$ cat config.mk
export PLATFORM = sky130hd
export DESIGN_NAME = bar_width_code_reader_unit
export DESIGN_NICKNAME = d
export VERILOG_FILES = /design/src/rtl/bwcr_pkg.sv /design/src/rtl/bwcr_div.sv /design/src/rtl/bwcr_queue.sv /design/src/rtl/bwcr_front.sv /design/src/rtl/bwcr_back.sv /design/src/rtl/bar_width_code_reader_unit.sv
export VERILOG_INCLUDE_DIRS = /design/src /design/src/rtl
export SDC_FILE = /design/constraint.sdc
export NUM_CORES = 1
export LEC_CHECK = 0
export BUFFER_PORTS_ARGS = -buffer_cell sky130_fd_sc_hd__buf_2
export CORE_ASPECT_RATIO = 1.75
export CORE_MARGIN = 3
export CORE_UTILIZATION = 65
export DETAILED_ROUTE_END_ITERATION = 10
export GPL_TIMING_DRIVEN = 0
export PLACE_DENSITY_LB_ADDON = 0.15
export SETUP_SLACK_MARGIN = 0.2
export SYNTH_ARGS = -nofsm -noshare
export SYNTH_HDL_FRONTEND = slang
export SYNTH_HIERARCHICAL = 1
export SYNTH_SLANG_ARGS = --single-unit
$ cat constraint.sdc
create_clock -name clk -period 17.4 [get_ports clk]
set_input_delay 3.48 -clock clk [delete_from_list [all_inputs] [get_ports clk]]
set_output_delay 3.48 -clock clk [all_outputs]
set_load 0.01 [all_outputs]
$ cat src/rtl/assert_macros.svh
// assertion macros shared by the bar width code reader rtl
// no dependencies; included by modules that carry concurrent checks
`ifndef ASSERT_MACROS_SVH
`define ASSERT_MACROS_SVH

// expression holds at every clock edge out of reset
`define ASSERT_ALWAYS(label, clk, rst_n, expr, msg) \
    label: assert property (@(posedge clk) disable iff (!rst_n) (expr)) else $error(msg);

// antecedent implies consequent in the same cycle
`define ASSERT_IMPLY(label, clk, rst_n, ante, cons, msg) \
    label: assert property (@(posedge clk) disable iff (!rst_n) (ante) |-> (cons)) \
        else $error(msg);

`endif

$ cat src/rtl/bwcr_pkg.sv
// shared types and constants of the bar width code reader
// no dependencies; imported by every module of the block
package bwcr_pkg;

    // default sizes
    localparam int CODE_BITS_DEF   = 14;
    localparam int CAL_BARS_DEF    = 6;
    localparam int TICK_BITS_DEF   = 16;
    localparam int QUEUE_DEPTH_DEF = 2;

    // configuration registers
    localparam int CFG_W = 14;
    localparam logic [CFG_W-1:0] FIRST_CODE_RST  = 14'd13003;
    localparam logic [CFG_W-1:0] SECOND_CODE_RST = 14'd9529;
    localparam logic REG_FIRST_CODE  = 1'b0;
    localparam logic REG_SECOND_CODE = 1'b1;

    // request operations
    localparam logic OP_EDGE    = 1'b0;
    localparam logic OP_TIMEOUT = 1'b1;

    // result kinds
    localparam logic [1:0] KIND_BIT        = 2'd0;
    localparam logic [1:0] KIND_ACCEPT     = 2'd1;
    localparam logic [1:0] KIND_REJECT     = 2'd2;
    localparam logic [1:0] KIND_INCOMPLETE = 2'd3;

    typedef struct packed {
        logic full;
        logic empty;
    } bwcr_qstat_t;

endpackage

$ cat src/rtl/bwcr_div.sv
// restoring divider, one quotient bit per cycle
// depends on bwcr_pkg; used by bwcr_back for the run length
module bwcr_div
    import bwcr_pkg::*;
#(
    parameter int W = 19
)
(
    input  logic         clk,
    input  logic         rst_n,
    input  logic         start,
    input  logic [W-1:0] dividend,
    input  logic [W-1:0] divisor,
    output logic         done,
    output logic [W-1:0] quotient
);

    localparam int CNT_W = $clog2(W + 1);

    logic [W:0]       rem_reg, rem_next;
    logic [W-1:0]     quo_reg, quo_next;
    logic [W-1:0]     div_reg, div_next;
    logic [CNT_W-1:0] cnt_reg, cnt_next;
    logic             busy_reg, busy_next;
    logic             done_reg, done_next;
    logic [W:0]       trial;
    logic             fits;

    assign trial = {rem_reg[W-1:0], quo_reg[W-1]};
    assign fits  = trial >= {1'b0, div_reg};

    always_comb
    begin
        rem_next  = rem_reg;
        quo_next  = quo_reg;
        div_next  = div_reg;
        cnt_next  = cnt_reg;
        busy_next = busy_reg;
        done_next = 1'b0;
        if (start)
        begin
            rem_next  = '0;
            quo_next  = dividend;
            div_next  = divisor;
            cnt_next  = CNT_W'(W);
            busy_next = 1'b1;
        end
        else if (busy_reg)
        begin
            rem_next = fits ? (trial - {1'b0, div_reg}) : trial;
            quo_next = {quo_reg[W-2:0], fits};
            cnt_next = cnt_reg - CNT_W'(1);
            if (cnt_reg == CNT_W'(1))
            begin
                busy_next = 1'b0;
                done_next = 1'b1;
            end
        end
    end

    always_ff @(posedge clk or negedge rst_n)
    begin
        if (!rst_n)
        begin
            cnt_reg  <= '0;
            busy_reg <= 1'b0;
            done_reg <= 1'b0;
        end
        else
        begin
            cnt_reg  <= cnt_next;
            busy_reg <= busy_next;
            done_reg <= done_next;
        end
    end

    always_ff @(posedge clk)
    begin
        rem_reg <= rem_next;
        quo_reg <= quo_next;
        div_reg <= div_next;
    end

    assign done     = done_reg;
    assign quotient = quo_reg;

endmodule

$ cat src/rtl/bwcr_queue.sv
// small register fifo between the front and back of the reader
// depends on bwcr_pkg and assert_macros.svh
`include "assert_macros.svh"
module bwcr_queue
    import bwcr_pkg::*;
#(
    parameter int WIDTH = 17,
    parameter int DEPTH = QUEUE_DEPTH_DEF
)
(
    input  logic             clk,
    input  logic             rst_n,
    input  logic             push,
    input  logic [WIDTH-1:0] push_data,
    input  logic             pop,
    output logic [WIDTH-1:0] pop_data,
    output bwcr_qstat_t      stat
);

    localparam int CNT_W = $clog2(DEPTH + 1);
    localparam int PTR_W = (DEPTH > 1) ? $clog2(DEPTH) : 1;

    logic [WIDTH-1:0] mem_reg [DEPTH];
    logic [PTR_W-1:0] wr_ptr_reg, wr_ptr_next;
    logic [PTR_W-1:0] rd_ptr_reg, rd_ptr_next;
    logic [CNT_W-1:0] count_reg, count_next;

    function automatic logic [PTR_W-1:0] ptr_inc(input logic [PTR_W-1:0] p);
        logic [PTR_W-1:0] r;
        if (p == PTR_W'(DEPTH - 1))
            r = '0;
        else
            r = p + PTR_W'(1);
        return r;
    endfunction

    assign stat.full  = count_reg == CNT_W'(DEPTH);
    assign stat.empty = count_reg == '0;
    assign pop_data   = mem_reg[rd_ptr_reg];

    always_comb
    begin
        wr_ptr_next = push ? ptr_inc(wr_ptr_reg) : wr_ptr_reg;
        rd_ptr_next = pop ? ptr_inc(rd_ptr_reg) : rd_ptr_reg;
        count_next  = count_reg;
        if (push && !pop)
            count_next = count_reg + CNT_W'(1);
        else if (pop && !push)
            count_next = count_reg - CNT_W'(1);
    end

    always_ff @(posedge clk or negedge rst_n)
    begin
        if (!rst_n)
        begin
            wr_ptr_reg <= '0;
            rd_ptr_reg <= '0;
            count_reg  <= '0;
        end
        else
        begin
            wr_ptr_reg <= wr_ptr_next;
            rd_ptr_reg <= rd_ptr_next;
            count_reg  <= count_next;
        end
    end

    always_ff @(posedge clk)
    begin
        if (push)
            mem_reg[wr_ptr_reg] <= push_data;
    end

    `ASSERT_ALWAYS(a_no_overflow, clk, rst_n, !(push && stat.full), "queue push while full")
    `ASSERT_ALWAYS(a_no_underflow, clk, rst_n, !(pop && stat.empty), "queue pop while empty")

endmodule

$ cat src/rtl/bwcr_front.sv
// input side: takes requests and classifies them into queue entries
// depends on bwcr_pkg; feeds bwcr_queue
module bwcr_front
    import bwcr_pkg::*;
#(
    parameter int TICK_BITS = TICK_BITS_DEF
)
(
    input  logic                 in_valid,
    output logic                 in_stall,
    input  logic                 action,
    input  logic [TICK_BITS-1:0] interval,
    input  bwcr_qstat_t          q_stat,
    output logic                 q_push,
    output logic [TICK_BITS:0]   q_data
);

    logic op;

    assign in_stall = q_stat.full;
    assign q_push   = in_valid && !q_stat.full;
    assign op       = action ? OP_TIMEOUT : OP_EDGE;

    // a timeout carries no interval
    assign q_data = {op, (op == OP_TIMEOUT) ? {TICK_BITS{1'b0}} : interval};

endmodule

$ cat src/rtl/bwcr_back.sv
// execution side: calibration, run length decode, bit emission, verdict
// depends on bwcr_pkg, bwcr_div and assert_macros.svh
`include "assert_macros.svh"
module bwcr_back
    import bwcr_pkg::*;
#(
    parameter int CODE_BITS = CODE_BITS_DEF,
    parameter int CAL_BARS  = CAL_BARS_DEF,
    parameter int TICK_BITS = TICK_BITS_DEF
)
(
    input  logic                 clk,
    input  logic                 rst_n,
    input  bwcr_qstat_t          q_stat,
    input  logic [TICK_BITS:0]   q_data,
    output logic                 q_pop,
    input  logic [CFG_W-1:0]     first_code,
    input  logic [CFG_W-1:0]     second_code,
    output logic                 out_valid,
    input  logic                 out_stall,
    output logic [1:0]           kind,
    output logic                 bit_value,
    output logic                 user_index,
    output logic                 last
);

    localparam int PH_W  = $clog2(CAL_BARS + 2);
    localparam int SUM_W = TICK_BITS + $clog2(CAL_BARS);
    localparam int BC_W  = $clog2(CODE_BITS + 1);
    localparam int DIV_W = TICK_BITS + 2;
    localparam int CMP_W = (CODE_BITS > CFG_W) ? CODE_BITS : CFG_W;
    localparam logic [CMP_W-1:0] CODE_MASK = CMP_W'((65'(1) << CODE_BITS) - 65'(1));

    // sum / CAL_BARS as a reciprocal multiply, exact over the whole sum range
    localparam int CAL_SH = SUM_W + $clog2(CAL_BARS);
    localparam int MUL_W  = SUM_W + 1;
    localparam int PROD_W = SUM_W + MUL_W;
    localparam logic [MUL_W-1:0] CAL_MUL =
        MUL_W'(((64'd1 << CAL_SH) + 64'(CAL_BARS - 1)) / 64'(CAL_BARS));

    localparam logic [2:0] S_IDLE    = 3'd0;
    localparam logic [2:0] S_DIV_CAL = 3'd1;
    localparam logic [2:0] S_DIV_RUN = 3'd2;
    localparam logic [2:0] S_EMIT    = 3'd3;
    localparam logic [2:0] S_VERDICT = 3'd4;

    logic [2:0]           state_reg, state_next;
    logic [PH_W-1:0]      phase_reg, phase_next;
    logic [SUM_W-1:0]     sum_reg, sum_next;
    logic [TICK_BITS-1:0] bar_reg, bar_next;
    logic                 pol_reg, pol_next;
    logic [CODE_BITS-1:0] code_reg, code_next;
    logic [BC_W-1:0]      count_reg, count_next;
    logic [BC_W-1:0]      run_reg, run_next;
    logic                 out_valid_reg, out_valid_next;
    logic [1:0]           kind_reg, kind_next;
    logic                 bit_reg, bit_next;
    logic                 user_reg, user_next;
    logic                 last_reg, last_next;

    logic                 q_op;
    logic [TICK_BITS-1:0] q_iv;
    logic [SUM_W-1:0]     sum_add;
    logic                 out_free;
    logic                 clear;
    logic                 emit;
    logic [1:0]           e_kind;
    logic                 e_bit;
    logic                 e_user;
    logic                 e_last;
    logic                 div_start;
    logic [DIV_W-1:0]     div_dividend;
    logic [DIV_W-1:0]     div_divisor;
    logic                 div_done;
    logic [DIV_W-1:0]     div_quo;
    logic [PROD_W-1:0]    cal_prod;
    logic [TICK_BITS-1:0] cal_bar;
    logic [BC_W-1:0]      room;
    logic [CMP_W-1:0]     code_ext;
    logic [CMP_W-1:0]     first_ext;
    logic [CMP_W-1:0]     second_ext;
    logic                 verdict_out;

    assign q_op        = q_data[TICK_BITS];
    assign q_iv        = q_data[TICK_BITS-1:0];
    assign sum_add     = sum_reg + SUM_W'(q_iv);
    assign out_free    = !out_valid_reg || !out_stall;
    assign cal_prod    = PROD_W'(sum_reg) * PROD_W'(CAL_MUL);
    assign cal_bar     = cal_prod[CAL_SH +: TICK_BITS];
    assign room        = BC_W'(CODE_BITS) - count_reg;
    assign code_ext    = CMP_W'(code_reg);
    assign first_ext   = CMP_W'(first_code) & CODE_MASK;
    assign second_ext  = CMP_W'(second_code) & CODE_MASK;
    assign verdict_out = out_valid_reg && kind_reg != KIND_BIT;

    bwcr_div #(
        .W (DIV_W)
    ) u_div (
        .clk      (clk),
        .rst_n    (rst_n),
        .start    (div_start),
        .dividend (div_dividend),
        .divisor  (div_divisor),
        .done     (div_done),
        .quotient (div_quo)
    );

    always_comb
    begin
        state_next   = state_reg;
        phase_next   = phase_reg;
        sum_next     = sum_reg;
        bar_next     = bar_reg;
        pol_next     = pol_reg;
        code_next    = code_reg;
        count_next   = count_reg;
        run_next     = run_reg;
        q_pop        = 1'b0;
        clear        = 1'b0;
        emit         = 1'b0;
        e_kind       = KIND_BIT;
        e_bit        = 1'b0;
        e_user       = 1'b0;
        e_last       = 1'b0;
        div_start    = 1'b0;
        div_dividend = '0;
        div_divisor  = '0;

        unique case (state_reg)
            S_IDLE:
            begin
                if (!q_stat.empty && out_free)
                begin
                    q_pop = 1'b1;
                    if (q_op == OP_TIMEOUT)
                    begin
                        if (count_reg != '0 && count_reg < BC_W'(CODE_BITS))
                        begin
                            emit   = 1'b1;
                            e_kind = KIND_INCOMPLETE;
                            e_last = 1'b1;
                        end
                        clear = 1'b1;
                    end
                    else if (phase_reg == '0)
                    begin
                        // first edge only starts timing
                        phase_next = PH_W'(1);
                        sum_next   = '0;
                    end
                    else if (phase_reg <= PH_W'(CAL_BARS))
                    begin
                        sum_next   = sum_add;
                        phase_next = phase_reg + PH_W'(1);
                        if (phase_reg == PH_W'(CAL_BARS))
                            state_next = S_DIV_CAL;
                    end
                    else
                    begin
                        // round half up: (2*interval + bar) / (2*bar)
                        div_start    = 1'b1;
                        div_dividend = DIV_W'({q_iv, 1'b0}) + DIV_W'(bar_reg);
                        div_divisor  = DIV_W'({bar_reg, 1'b0});
                        state_next   = S_DIV_RUN;
                    end
                end
            end
            S_DIV_CAL:
            begin
                bar_next   = (cal_bar == '0) ? TICK_BITS'(1) : cal_bar;
                state_next = S_IDLE;
            end
            S_DIV_RUN:
            begin
                if (div_done)
                begin
                    if (div_quo == '0)
                        run_next = BC_W'(1);
                    else if (div_quo > DIV_W'(room))
                        run_next = room;
                    else
                        run_next = div_quo[BC_W-1:0];
                    state_next = S_EMIT;
                end
            end
            S_EMIT:
            begin
                if (out_free)
                begin
                    emit       = 1'b1;
                    e_kind     = KIND_BIT;
                    e_bit      = pol_reg;
                    code_next  = {code_reg[CODE_BITS-2:0], pol_reg};
                    count_next = count_reg + BC_W'(1);
                    run_next   = run_reg - BC_W'(1);
                    if (run_reg == BC_W'(1))
                    begin
                        pol_next = !pol_reg;
                        if (count_reg + BC_W'(1) == BC_W'(CODE_BITS))
                            state_next = S_VERDICT;
                        else
                        begin
                            e_last     = 1'b1;
                            state_next = S_IDLE;
                        end
                    end
                    else if (count_reg + BC_W'(1) == BC_W'(CODE_BITS))
                        state_next = S_VERDICT;
                end
            end
            S_VERDICT:
            begin
                if (out_free)
                begin
                    emit   = 1'b1;
                    e_last = 1'b1;
                    if (code_ext == first_ext)
                        e_kind = KIND_ACCEPT;
                    else if (code_ext == second_ext)
                    begin
                        e_kind = KIND_ACCEPT;
                        e_user = 1'b1;
                    end
                    else
                        e_kind = KIND_REJECT;
                    clear      = 1'b1;
                    state_next = S_IDLE;
                end
            end
            default:
            begin
                state_next = S_IDLE;
            end
        endcase

        if (clear)
        begin
            phase_next = '0;
            sum_next   = '0;
            bar_next   = '0;
            pol_next   = 1'b1;
            code_next  = '0;
            count_next = '0;
            run_next   = '0;
        end
    end

    always_comb
    begin
        out_valid_next = out_valid_reg;
        kind_next      = kind_reg;
        bit_next       = bit_reg;
        user_next      = user_reg;
        last_next      = last_reg;
        if (out_free)
        begin
            out_valid_next = emit;
            kind_next      = e_kind;
            bit_next       = e_bit;
            user_next      = e_user;
            last_next      = e_last;
        end
    end

    always_ff @(posedge clk or negedge rst_n)
    begin
        if (!rst_n)
        begin
            state_reg     <= S_IDLE;
            phase_reg     <= '0;
            sum_reg       <= '0;
            bar_reg       <= '0;
            pol_reg       <= 1'b1;
            code_reg      <= '0;
            count_reg     <= '0;
            run_reg       <= '0;
            out_valid_reg <= 1'b0;
        end
        else
        begin
            state_reg     <= state_next;
            phase_reg     <= phase_next;
            sum_reg       <= sum_next;
            bar_reg       <= bar_next;
            pol_reg       <= pol_next;
            code_reg      <= code_next;
            count_reg     <= count_next;
            run_reg       <= run_next;
            out_valid_reg <= out_valid_next;
        end
    end

    always_ff @(posedge clk)
    begin
        kind_reg <= kind_next;
        bit_reg  <= bit_next;
        user_reg <= user_next;
        last_reg <= last_next;
    end

    assign out_valid  = out_valid_reg;
    assign kind       = kind_reg;
    assign bit_value  = bit_reg;
    assign user_index = user_reg;
    assign last       = last_reg;

    `ASSERT_ALWAYS(a_count_max, clk, rst_n, count_reg <= BC_W'(CODE_BITS), "bit count overrun")
    `ASSERT_IMPLY(a_emit_run, clk, rst_n, state_reg == S_EMIT, run_reg != '0, "empty run in emit")
    `ASSERT_IMPLY(a_verdict_last, clk, rst_n, verdict_out, last_reg, "verdict not last")
    `ASSERT_IMPLY(a_div_owner, clk, rst_n, div_done, state_reg == S_DIV_RUN, "stray divide")

endmodule

$ cat src/rtl/bar_width_code_reader_unit.sv
// bar width code reader: decodes a card of bars from edge intervals
// input channel: in_valid/in_stall with action (0 edge, 1 timeout) and interval
// in ticks since the previous edge; a request is taken when valid is high and
// stall is low. output channel: out_valid/out_stall with kind, bit_value,
// user_index and last; last marks the final result of one request.
// the first edge starts timing, the next six set the bar time, and each later
// edge yields a run of alternating bits until fourteen are held, followed by
// an accepted or rejected verdict against the two user code registers.
// a timeout clears everything and reports incomplete if a partial code is held.
// a request is written into the queue and leaves it once the back end is idle
// and the output is free; timeouts and calibration edges are carried out as
// they leave the queue, and the last calibration edge then sets the bar time.
// a decode edge starts the divider (one quotient bit per cycle), then the bits of
// its run follow one per cycle while the output is not stalled, and the verdict
// comes after the fourteenth bit; requests are carried out one at a time.
// a two-entry queue parts intake from execution; an output stall holds the
// result register and the back end waits on it while the queue still fills.
// reset clears all decode state; user codes return to their reset values.
// depends on bwcr_pkg, bwcr_front, bwcr_queue, bwcr_back
module bar_width_code_reader_unit
    import bwcr_pkg::*;
#(
    parameter int CODE_BITS   = CODE_BITS_DEF,
    parameter int CAL_BARS    = CAL_BARS_DEF,
    parameter int TICK_BITS   = TICK_BITS_DEF,
    parameter int QUEUE_DEPTH = QUEUE_DEPTH_DEF
)
(
    input  logic                 clk,
    input  logic                 rst_n,
    input  logic                 cfg_write,
    input  logic                 cfg_index,
    input  logic [CFG_W-1:0]     cfg_data,
    input  logic                 in_valid,
    output logic                 in_stall,
    input  logic                 action,
    input  logic [TICK_BITS-1:0] interval,
    output logic                 out_valid,
    input  logic                 out_stall,
    output logic [1:0]           kind,
    output logic                 bit_value,
    output logic                 user_index,
    output logic                 last
);

    logic [CFG_W-1:0]   first_code_reg, first_code_next;
    logic [CFG_W-1:0]   second_code_reg, second_code_next;
    bwcr_qstat_t        q_stat;
    logic               q_push;
    logic               q_pop;
    logic [TICK_BITS:0] q_wdata;
    logic [TICK_BITS:0] q_rdata;

    always_comb
    begin
        first_code_next  = first_code_reg;
        second_code_next = second_code_reg;
        if (cfg_write)
        begin
            unique case (cfg_index)
                REG_FIRST_CODE:  first_code_next  = cfg_data;
                REG_SECOND_CODE: second_code_next = cfg_data;
            endcase
        end
    end

    always_ff @(posedge clk or negedge rst_n)
    begin
        if (!rst_n)
        begin
            first_code_reg  <= FIRST_CODE_RST;
            second_code_reg <= SECOND_CODE_RST;
        end
        else
        begin
            first_code_reg  <= first_code_next;
            second_code_reg <= second_code_next;
        end
    end

    bwcr_front #(
        .TICK_BITS (TICK_BITS)
    ) u_front (
        .in_valid (in_valid),
        .in_stall (in_stall),
        .action   (action),
        .interval (interval),
        .q_stat   (q_stat),
        .q_push   (q_push),
        .q_data   (q_wdata)
    );

    bwcr_queue #(
        .WIDTH (TICK_BITS + 1),
        .DEPTH (QUEUE_DEPTH)
    ) u_queue (
        .clk       (clk),
        .rst_n     (rst_n),
        .push      (q_push),
        .push_data (q_wdata),
        .pop       (q_pop),
        .pop_data  (q_rdata),
        .stat      (q_stat)
    );

    bwcr_back #(
        .CODE_BITS (CODE_BITS),
        .CAL_BARS  (CAL_BARS),
        .TICK_BITS (TICK_BITS)
    ) u_back (
        .clk         (clk),
        .rst_n       (rst_n),
        .q_stat      (q_stat),
        .q_data      (q_rdata),
        .q_pop       (q_pop),
        .first_code  (first_code_reg),
        .second_code (second_code_reg),
        .out_valid   (out_valid),
        .out_stall   (out_stall),
        .kind        (kind),
        .bit_value   (bit_value),
        .user_index  (user_index),
        .last        (last)
    );

endmodule

==> results.py, run 1 <==
metrics = {
    "route": {
        "viasPerCell": 5.813,
        "ant_nets": 0,
        "drt-total-wl_um": 36860,
        "drtIter0Drc": 644,
        "wl_per_cell_um": 18.46,
        "num_vias": 11608,
        "dr.pass1.iters": 5,
        "drc": 0,
    },
    "clock_tree": {
        "insertion_delay_ps": 450,
        "cts_root_buf": "clkbuf_16",
        "tritoncts": "built",
        "cts.path.max_buffers": 2,
        "clock-sinks": 197,
        "htreeDepth": 4,
        "clkTransAtPathRegs_ps": 70,
        "cts_made_buffers": 17,
        "cts_setup_buffers": 0,
        "cts-resized-gates": 0,
        "hold_buffers": 0,
    },
    "logic_synthesis": {
        "synth_edf_count": 75,
        "synth_ff_type": "dfrtp_1",
        "seq_area_frac_synth_pct": 31.83,
        "ys_ff_latch": 197,
        "syn_avg_cell_area_um2": 10.23,
        "yosys_warnings": 6,
        "async_reset_ff_share_pct": 52.79,
        "synth_area_um2": 16450,
        "synthDistinctLibCells": 87,
        "netlist_instances": 1608,
    },
    "placement": {
        "hpwl_um": 30370,
        "postPlaceCellArea_um2": 17090,
        "pre_cts_ws_ps": 9590,
        "place_inst": 1965,
        "io_buffer_count": 43,
        "gp_congestion": 0.9400,
    },
    "pwr": {
        "cellLeakagePower_nw": 8.660,
        "p_per_area_nw_per_um2": 179.1,
        "ir_worst_vdd_mv": 0.2743,
        "power.total_mw": 3.171,
    },
    "global_route": {
        "grt_first_pass_wirelength_um": 61800,
        "grt_max_degree": 67,
        "antenna_found_initial": 0,
        "grt_overflow": 0,
        "grt_util_all_layers_pct": 28.51,
        "grt_pass1_vias": 12496,
    },
    "critical_path": {
        "cp-start-kind": "input pin",
        "cp_data_arrival_time_ps": 6810,
        "crit_required_ps": 17480,
        "criticalPathCategory": "input pin to flip-flop",
        "path_max_fanout": 33,
        "endpoint_kind": "flip-flop",
    },
    "timing": {
        "rsz0062_at_grt": "no",
        "min_period_ps": 6728,
        "tightest_slew_ps": 892.9,
        "timing.hold.ws_ps": 483.4,
        "setup-violations-final": 0,
        "hold_viol_final": 0,
        "drv_slew": 0,
        "tns_ps": 0,
        "max_freq_mhz": 148.6,
        "setup_ws_ps": 10670,
        "timing.final.crit_share_pct": 38.67,
        "slew_headroom_pct": 40.20,
        "skew_ps": 11.45,
    },
    "floorplanning": {
        "die_x_um": 126.2,
        "coreArea_um2": 24720,
        "rows": 76,
        "ios": 44,
        "start_util_pct": 66.52,
        "dieHeight_um": 216.4,
        "dieArea_um2": 27320,
    },
    "finish": {
        "multi_input_area_um2": 10050,
        "largest_reg_flops": 34,
        "n_antenna_cell": 0,
        "fin_util_pct": 71.59,
        "nFillCells": 1895,
        "final_cells": 1997,
        "fin_area_um2": 17700,
        "register_area_um2": 5235,
        "fin_nets": 2007,
        "drive_gt1_share_pct": 12.82,
        "area_delta_synth_final_pct": 7.631,
    },
    "worst_hold_path": {
        "hold_class": "flip-flop to flip-flop",
    },
    "run_status": {
        "status": "finished, final reports clean",
    },
    "job": {
        "drv_cap": 0,
    },
}
## worst paths after layout
kind	from	endpoint	slack, ps	cells after the start
max	out_stall	u_back/u_div/quotient[1]	10670	11
min	u_back/u_div/rem_reg[7]	u_back/u_div/rem_reg[7]	480	2
max reg2reg	u_back/sum_reg[9]	u_back/bar_reg[0]	10710	20
max in group asynchronous	rst_n	u_back/pol_reg	13680	2
min in group asynchronous	rst_n	second_code_reg[12]	3000	1
min reg2reg	u_back/u_div/rem_reg[7]	u_back/u_div/rem_reg[7]	480	2
## cells in the mapped netlist (18+ instances only)
| master | n | share of area (%) |
|---|---|---|
| and2_1 | 27 | 1.0 |
| mux2i_1 | 18 | 1.1 |
| o21ai_0 | 58 | 1.8 |
| nand2_1 | 120 | 2.7 |
| ha_1 | 195 | 15 |
| o22ai_1 | 19 | 0.72 |
| clkbuf_1 | 24 | 0.55 |
| fa_1 | 103 | 13 |
| a21o_1 | 26 | 1.2 |
| xnor2_1 | 50 | 2.7 |
| dfrtp_1 | 88 | 13 |
| dfxtp_1 | 18 | 2.2 |
| inv_1 | 250 | 5.7 |
| edfxtp_1 | 75 | 14 |
| xor2_1 | 53 | 2.8 |
| nor2_1 | 66 | 1.5 |
| a21oi_1 | 73 | 2.2 |
| mux2_2 | 51 | 3.5 |
## where the power goes
part	internal [mW]	total, mW	switching (mW)
combinational	0.848	2.10	1.25
clock	0.219	0.409	0.190
sequential	0.574	0.659	0.0852
total	1.64	3.17	1.53
## kinds of logic after synthesis
family          share of synthesized area [%]
simple gates                            10.96
mux                                     5.752
flops                                   31.83
other cells                           0.02280
buf+inv                                 7.121
xor+xnor                                5.584
fa+ha+maj                               27.37
compound gates                          11.35
## per-layer routing
metal	global-route usage, %	vias up	routed length, um
li1	-	5603	-
met1	29.09	5697	12860
met2	54.87	197	20760
met3	3.157	111	798
met4	16.50	0	2439
met5	0	-	0
## worst max-delay path: stages
cell and delay [ps]:
buf_2 120, nand2_1 280, nand2_1 170, or3_1 370, or3_1 320, clkbuf_1 200, inv_1 110, clkbuf_2 560
nor2_1 270, clkbuf_1 300, inv_1 610
## layout make-up
cell class / instances / share of cell area (%)
Timing Repair Buffer: 44 / 1.385
Clock buffer: 17 / 2.403
Buffer: 40 / 1.322
Sequential cell: 197 / 29.58
Multi-Input combinational cell: 1122 / 56.75
Tap cell: 312 / 2.205
Inverter: 250 / 5.301
Clock inverter: 15 / 1.053
## layout by cell type (no fill, tap or decap), drive strengths merged, types with 19 or more instances in the layout
| cell type | n |
|---|---|
| nor2b | 23 |
| a21o | 26 |
| o21ai | 62 |
| mux2 | 64 |
| o22ai | 19 |
| a21oi | 75 |
| ha | 195 |
| clkbuf | 41 |
| inv | 258 |
| and2 | 27 |
| buf | 60 |
| fa | 103 |
| dfrtp | 88 |
| edfxtp | 75 |
| xor2 | 54 |
| nand2 | 122 |
| xnor2 | 50 |
| nor2 | 67 |
No activity file was read; power rests on OpenSTA's default activity.
==> run 2: changes to the inputs <==
--- a/config.mk
+++ b/config.mk
@@ -6,10 +6,11 @@
 export SDC_FILE = /design/constraint.sdc
 export NUM_CORES = 1
 export LEC_CHECK = 0
+export ABC_AREA = 1
 export BUFFER_PORTS_ARGS = -buffer_cell sky130_fd_sc_hd__buf_2
 export CORE_ASPECT_RATIO = 1.75
 export CORE_MARGIN = 3
-export CORE_UTILIZATION = 65
+export CORE_UTILIZATION = 59
 export DETAILED_ROUTE_END_ITERATION = 10
 export GPL_TIMING_DRIVEN = 0
 export PLACE_DENSITY_LB_ADDON = 0.15
==> constraint.sdc (replaced) <==
create_clock -name clk -period 5.9 [get_ports clk]
set_input_delay 1.18 -clock clk [delete_from_list [all_inputs] [get_ports clk]]
set_output_delay 1.18 -clock clk [all_outputs]
set_load 0.01 [all_outputs]
==> run 2 against run 1 <==
Net effect:
- synthesized cell count grew 44%
- non-clock buffer count rose by 13
- critical endpoint is now u_back/bar_reg[0]
- sequential share of layout area is 3.4 points lower
- setup slack worse by 10000 ps
- critical path type is now flip-flop to flip-flop
==> results.py, run 2 <==
metrics = {
    "run_status": {
        "status": "finished, final reports clean",
    },
    "floorplanning": {
        "rows": 84,
        "dieArea_um2": 32880,
        "ios": 44,
        "start_util_pct": 59.98,
        "coreArea_um2": 30160,
        "die_x_um": 138.4,
        "dieHeight_um": 237.6,
    },
    "clock_tree": {
        "cts.path.max_buffers": 2,
        "clkTransAtPathRegs_ps": 70,
        "insertion_delay_ps": 450,
        "tritoncts": "built",
        "hold_buffers": 0,
        "cts_made_buffers": 17,
        "cts_root_buf": "clkbuf_16",
        "clock-sinks": 197,
        "htreeDepth": 4,
    },
    "critical_path": {
        "cp-start-kind": "flip-flop",
        "r2r_slack_ps": 440,
        "crit_required_ps": 6280,
        "cpMaxStageDelayCell": "fa_1",
        "criticalPathCategory": "flip-flop to flip-flop",
        "critPathMaxStageDelay_ps": 550,
        "cp_data_arrival_time_ps": 5840,
        "reg2regPathDepth": 25,
        "r2r-start": "u_back/sum_reg[15]",
        "path_max_fanout": 3,
        "endpoint_kind": "flip-flop",
        "r2r_end": "u_back/bar_reg[0]",
    },
    "finish": {
        "fin_util_pct": 66.37,
        "fin_nets": 2738,
        "largest_reg_flops": 34,
        "area_delta_synth_final_pct": 10.66,
        "nFillCells": 2615,
        "layout_common_cells": "nand2_1, inv_1, ha_1, nor2_1, nand3_1",
        "final_cells": 2803,
        "fin_area_um2": 20020,
        "final_common_cell": "nand2_1",
        "drive_gt1_share_pct": 13.49,
        "n_antenna_cell": 0,
    },
    "logic_synthesis": {
        "synth_edf_count": 75,
        "seq_area_frac_synth_pct": 28.94,
        "syn_avg_cell_area_um2": 7.791,
        "synth_top_area_cell": "ha_1",
        "async_reset_ff_share_pct": 52.79,
        "synthDistinctLibCells": 60,
        "synthTopCellsByCount": "nand2_1, inv_1, ha_1",
        "yosys_warnings": 6,
        "ys_ff_latch": 197,
        "netlist_top_cells_area": "ha_1, edfxtp_1, dfrtp_1",
        "synth_most_common_cell": "nand2_1",
        "synth_area_um2": 18090,
        "netlist_instances": 2322,
        "synth_ff_type": "dfrtp_1",
        "yosysTopAreaCellShare_pct": 13.49,
    },
    "route": {
        "ant_nets": 0,
        "drc": 0,
        "viasPerCell": 5.435,
        "wl_per_cell_um": 17.95,
        "drtIter0Drc": 754,
        "num_vias": 15235,
        "drt-total-wl_um": 50300,
        "dr.pass1.iters": 5,
    },
    "timing": {
        "hold_viol_final": 0,
        "setup_ws_ps": 438.1,
        "max_freq_mhz": 183.1,
        "drv_slew": 0,
        "setup-violations-final": 0,
        "rsz0062_at_grt": "no",
        "tightest_slew_ps": 965.5,
        "skew_ps": 11.35,
        "timing.final.crit_share_pct": 92.57,
        "min_period_ps": 5462,
        "slew_headroom_pct": 35.39,
    },
    "worst_hold_path": {
        "min_path_cells": 2,
        "hold_end": "second_code_reg[8]",
        "hold_start": "second_code_reg[8]",
        "hold_class": "flip-flop to flip-flop",
    },
    "global_route": {
        "grt_pass1_vias": 15850,
        "antenna_found_initial": 0,
        "grt_first_pass_wirelength_um": 80320,
        "grt_overflow": 0,
        "grt_util_all_layers_pct": 31.24,
        "grt_max_degree": 73,
    },
    "placement": {
        "place_inst": 2752,
        "hpwl_um": 41190,
        "pre_cts_ws_ps": -238.1,
        "gp_congestion": 0.9965,
        "io_buffer_count": 41,
        "postPlaceCellArea_um2": 18810,
    },
    "job": {
        "drv_cap": 0,
    },
}
run 2: metal layers:
metal | wire length [um] | share of wire (%) | vias up | GRT usage, %
li1 | - | - | 7479 | -
met1 | 16440 | 33 | 7178 | 28.60
met2 | 26900 | 53 | 370 | 58.55
met3 | 1548 | 3.1 | 208 | 4.287
met4 | 5413 | 11 | 0 | 28.56
met5 | 0 | 0 | - | 0
run 2: worst max-delay path by stage:
stage / from / end / slack (ps) / depth (start not counted)
detailed placement: u_back/sum_reg[15] / u_back/bar_reg[0] / -240 / 27
global placement: u_back/sum_reg[15] / u_back/bar_reg[0] / -180 / 27
floorplan: u_back/sum_reg[15] / u_back/bar_reg[0] / 540 / 30
CTS: u_back/sum_reg[15] / u_back/bar_reg[0] / 210 / 25
global route: u_back/sum_reg[6] / u_back/bar_reg[0] / 190 / 29
finish: u_back/sum_reg[15] / u_back/bar_reg[0] / 440 / 25
run 2: repair_timing:
action	CTS	global route
pin swaps	4	30
resized for setup	29	98
setup buffers	5	14
endpoints found under the setup margin	16	11
run 2: layout make-up:
cell class	instances	area [um2]	share of cell area [%]
clock inverter	13	193.9	0.9688
inverter	499	1873	9.356
timing repair buffer	61	377.9	1.887
clock buffer	19	432.9	2.162
tap	387	484.2	2.419
sequential	197	5250	26.23
multi-input combinational	1591	11140	55.65
buffer	36	266.5	1.331
run 2: critical path, delay by kind of cell, from the launching register on:
kind                       cells  cell delay, ps
adders and majority gates      7            3310
buffers and inverters          5             310
DFF                            1             440
and+or+nand+nor               13            1330
run 2: metrics by stage:
stage                     hold WS, ps  TNS [ps]
after floorplan                 442.1         0
after global placement          451.9    -184.5
after detailed placement        454.0    -391.0
after CTS                       465.2         0
after global routing            479.8         0
final                           463.1         0
run 2: cells by family (layout without fill, tap and decap cells):
group                    Yosys count  after routing  synth area share [%]
AND/OR/NAND/NOR                  962            962                 22.51
buffers and inverters            535            628                 11.83
adder cells (fa/ha/maj)          298            298                 24.88
AO/OA/AOI/OAI                    268            268                 8.445
flip-flops                       197            197                 28.94
XOR/XNOR                          44             44                 2.130
multiplexers                      17             17                 1.245
other                              1              2               0.02073
Power of run 2 is not shown: default switching activity piles up to over one toggle a cycle in this logic, so the estimate is an artifact.
==> run 3: changes to the inputs <==
--- a/config.mk
+++ b/config.mk
@@ -10,7 +10,7 @@
 export BUFFER_PORTS_ARGS = -buffer_cell sky130_fd_sc_hd__buf_2
 export CORE_ASPECT_RATIO = 1.75
 export CORE_MARGIN = 3
-export CORE_UTILIZATION = 59
+export CORE_UTILIZATION = 65
 export DETAILED_ROUTE_END_ITERATION = 10
 export GPL_TIMING_DRIVEN = 0
 export PLACE_DENSITY_LB_ADDON = 0.15
==> constraint.sdc (replaced) <==
create_clock -name clk -period 5.3 [get_ports clk]
set_input_delay 1.06 -clock clk [delete_from_list [all_inputs] [get_ports clk]]
set_output_delay 1.06 -clock clk [all_outputs]
set_load 0.01 [all_outputs]
==> run 3 against run 2 <==
Net effect:
- the run now ends with negative setup slack left
- sequential cell count stayed put
- clock skew is 1.7 ps higher
- global-route usage is 3.3 points higher
- count of clock-buffer cells in the layout is 1 higher
- hold slack better by 2.7 ps
- routed wire length is 0.42% higher
- first-iteration DRC count is 9.3% higher
- die area is 8.9% lower
- sequential share of layout area is 0.49 points lower
- via count is 2.9% higher
- critical path depth is 2 higher
- design area is 2.0% higher
- largest cell class unchanged
==> results.py, run 3 (synthesis results as in run 2) <==
metrics = {
    "timing": {
        "max_freq_mhz": 183.3,
        "tightest_slew_ps": 911.9,
        "skew_ps": 13.03,
        "hold_viol_final": 0,
        "min_period_ps": 5457,
        "timing.hold.ws_ps": 465.8,
        "setup-violations-final": 2,
        "setup_ws_ps": -156.6,
        "slew_headroom_pct": 38.98,
        "rsz0062_at_grt": "yes",
        "timing.final.crit_share_pct": 103.0,
        "drv_slew": 0,
        "tns_ps": -175.1,
    },
    "clock_tree": {
        "insertion_delay_ps": 450,
        "clock-sinks": 197,
        "cts_root_buf": "clkbuf_16",
        "cts_made_buffers": 17,
        "tritoncts": "built",
        "hold_buffers": 0,
        "clkTransAtPathRegs_ps": 70,
        "htreeDepth": 4,
        "cts.path.max_buffers": 2,
    },
    "floorplanning": {
        "ios": 44,
        "die_x_um": 132.1,
        "coreArea_um2": 27330,
        "dieHeight_um": 226.7,
        "dieArea_um2": 29950,
        "rows": 80,
        "start_util_pct": 66.20,
    },
    "critical_path": {
        "r2r-start": "u_back/sum_reg[6]",
        "reg2regPathDepth": 27,
        "r2r_end": "u_back/bar_reg[0]",
        "cp-start-kind": "flip-flop",
        "endpoint_kind": "flip-flop",
        "criticalPathCategory": "flip-flop to flip-flop",
        "r2r_slack_ps": -160,
        "cp_data_arrival_time_ps": 5840,
        "crit_required_ps": 5680,
        "path_max_fanout": 4,
    },
    "placement": {
        "place_inst": 2734,
        "io_buffer_count": 41,
        "hpwl_um": 40440,
        "gp_congestion": 0.9883,
    },
    "global_route": {
        "antenna_found_initial": 0,
        "grt_overflow": 0,
        "grt_pass1_vias": 16276,
        "grt_util_all_layers_pct": 34.54,
        "grt_max_degree": 74,
        "grt_first_pass_wirelength_um": 80140,
    },
    "finish": {
        "fin_util_pct": 74.69,
        "largest_reg_flops": 34,
        "drive_gt1_share_pct": 16.41,
        "fin_nets": 2753,
        "final_common_cell": "nand2_1",
        "n_antenna_cell": 0,
        "area_delta_synth_final_pct": 12.82,
        "layout_common_cells": "nand2_1, inv_1, ha_1, nor2_1, nand3_1",
        "final_cells": 2800,
    },
    "route": {
        "drc": 0,
        "viasPerCell": 5.596,
        "num_vias": 15670,
        "drtIter0Drc": 824,
        "ant_nets": 0,
        "wl_per_cell_um": 18.04,
        "dr.pass1.iters": 5,
        "drt-total-wl_um": 50510,
    },
    "worst_hold_path": {
        "hold_end": "second_code_reg[8]",
        "hold_start": "second_code_reg[8]",
        "hold_class": "flip-flop to flip-flop",
        "min_path_cells": 2,
    },
    "run_status": {
        "violations": "negative setup slack",
        "status": "finished, violations left",
    },
    "job": {
        "drv_cap": 0,
    },
}
==> run 3: routing by layer <==
metal / global-route usage (%) / wire, um / up-vias
li1: - / - / 7505
met1: 30.78 / 15740 / 7432
met2: 66.68 / 27570 / 502
met3: 4.796 / 1984 / 231
met4: 30.11 / 5215 / 0
met5: 0 / 0 / -
==> run 3: worst max path at each step <==
stage                                   from           endpoint  depth (start not counted)
final                      u_back/sum_reg[6]  u_back/bar_reg[0]                         27
after global routing      u_back/sum_reg[13]  u_back/bar_reg[0]                         28
after CTS                 u_back/sum_reg[13]  u_back/bar_reg[0]                         27
after detailed placement   u_back/sum_reg[9]  u_back/bar_reg[0]                         27
after global placement     u_back/sum_reg[6]  u_back/bar_reg[0]                         26
after floorplan           u_back/sum_reg[15]  u_back/bar_reg[0]                         27
==> run 3: cell type report <==
class / count / area (um2)
buffer: 36 / 266.5
timing repair buffer: 76 / 516.7
inverter: 499 / 1881
clock buffer: 20 / 479.2
tap: 369 / 461.7
sequential: 197 / 5253
clock inverter: 12 / 131.4
fill: 2110 / 6915
multi-input combinational: 1591 / 11420
==> run 3: through the flow <==
step | worst slack [ps] | cell area, um2
2_1_floorplan | 206.8 | 18150
4_1_cts | -79.23 | 20140
3_5_place_dp | -694.6 | 18840
6_report | -156.6 | 20410
3_3_place_gp | -637.7 | 18810
5_1_grt | -339.1 | 20410
==> run 3: repair_timing <==
item	in CTS	in global routing
setup endpoints to repair	16	16
hold endpoints to repair	0	0
pin swaps	65	40
gates resized for setup	135	52
buffers inserted	26	8
==> run 3: worst max-delay path, stage by stage, from the launching register on <==
cell and delay, ps:
dfrtp_2 480, ha_4 310, inv_4 40, fa_2 580, fa_2 520, buf_6 150
fa_1 510, xor2_1 180, ha_1 290, inv_1 50, fa_1 490, inv_2 50
ha_4 330, nand2_4 70, nor2_4 130, buf_4 140, inv_2 50, nor3_1 200
nand2_1 150, nand2_1 90, nand2_1 60, nand2_2 80, nand2_1 60, nor2_1 100
nand3_1 80, nand2_1 80, nand2_2 60, nand2_1 70
Power of run 3 is left out for the same reason.
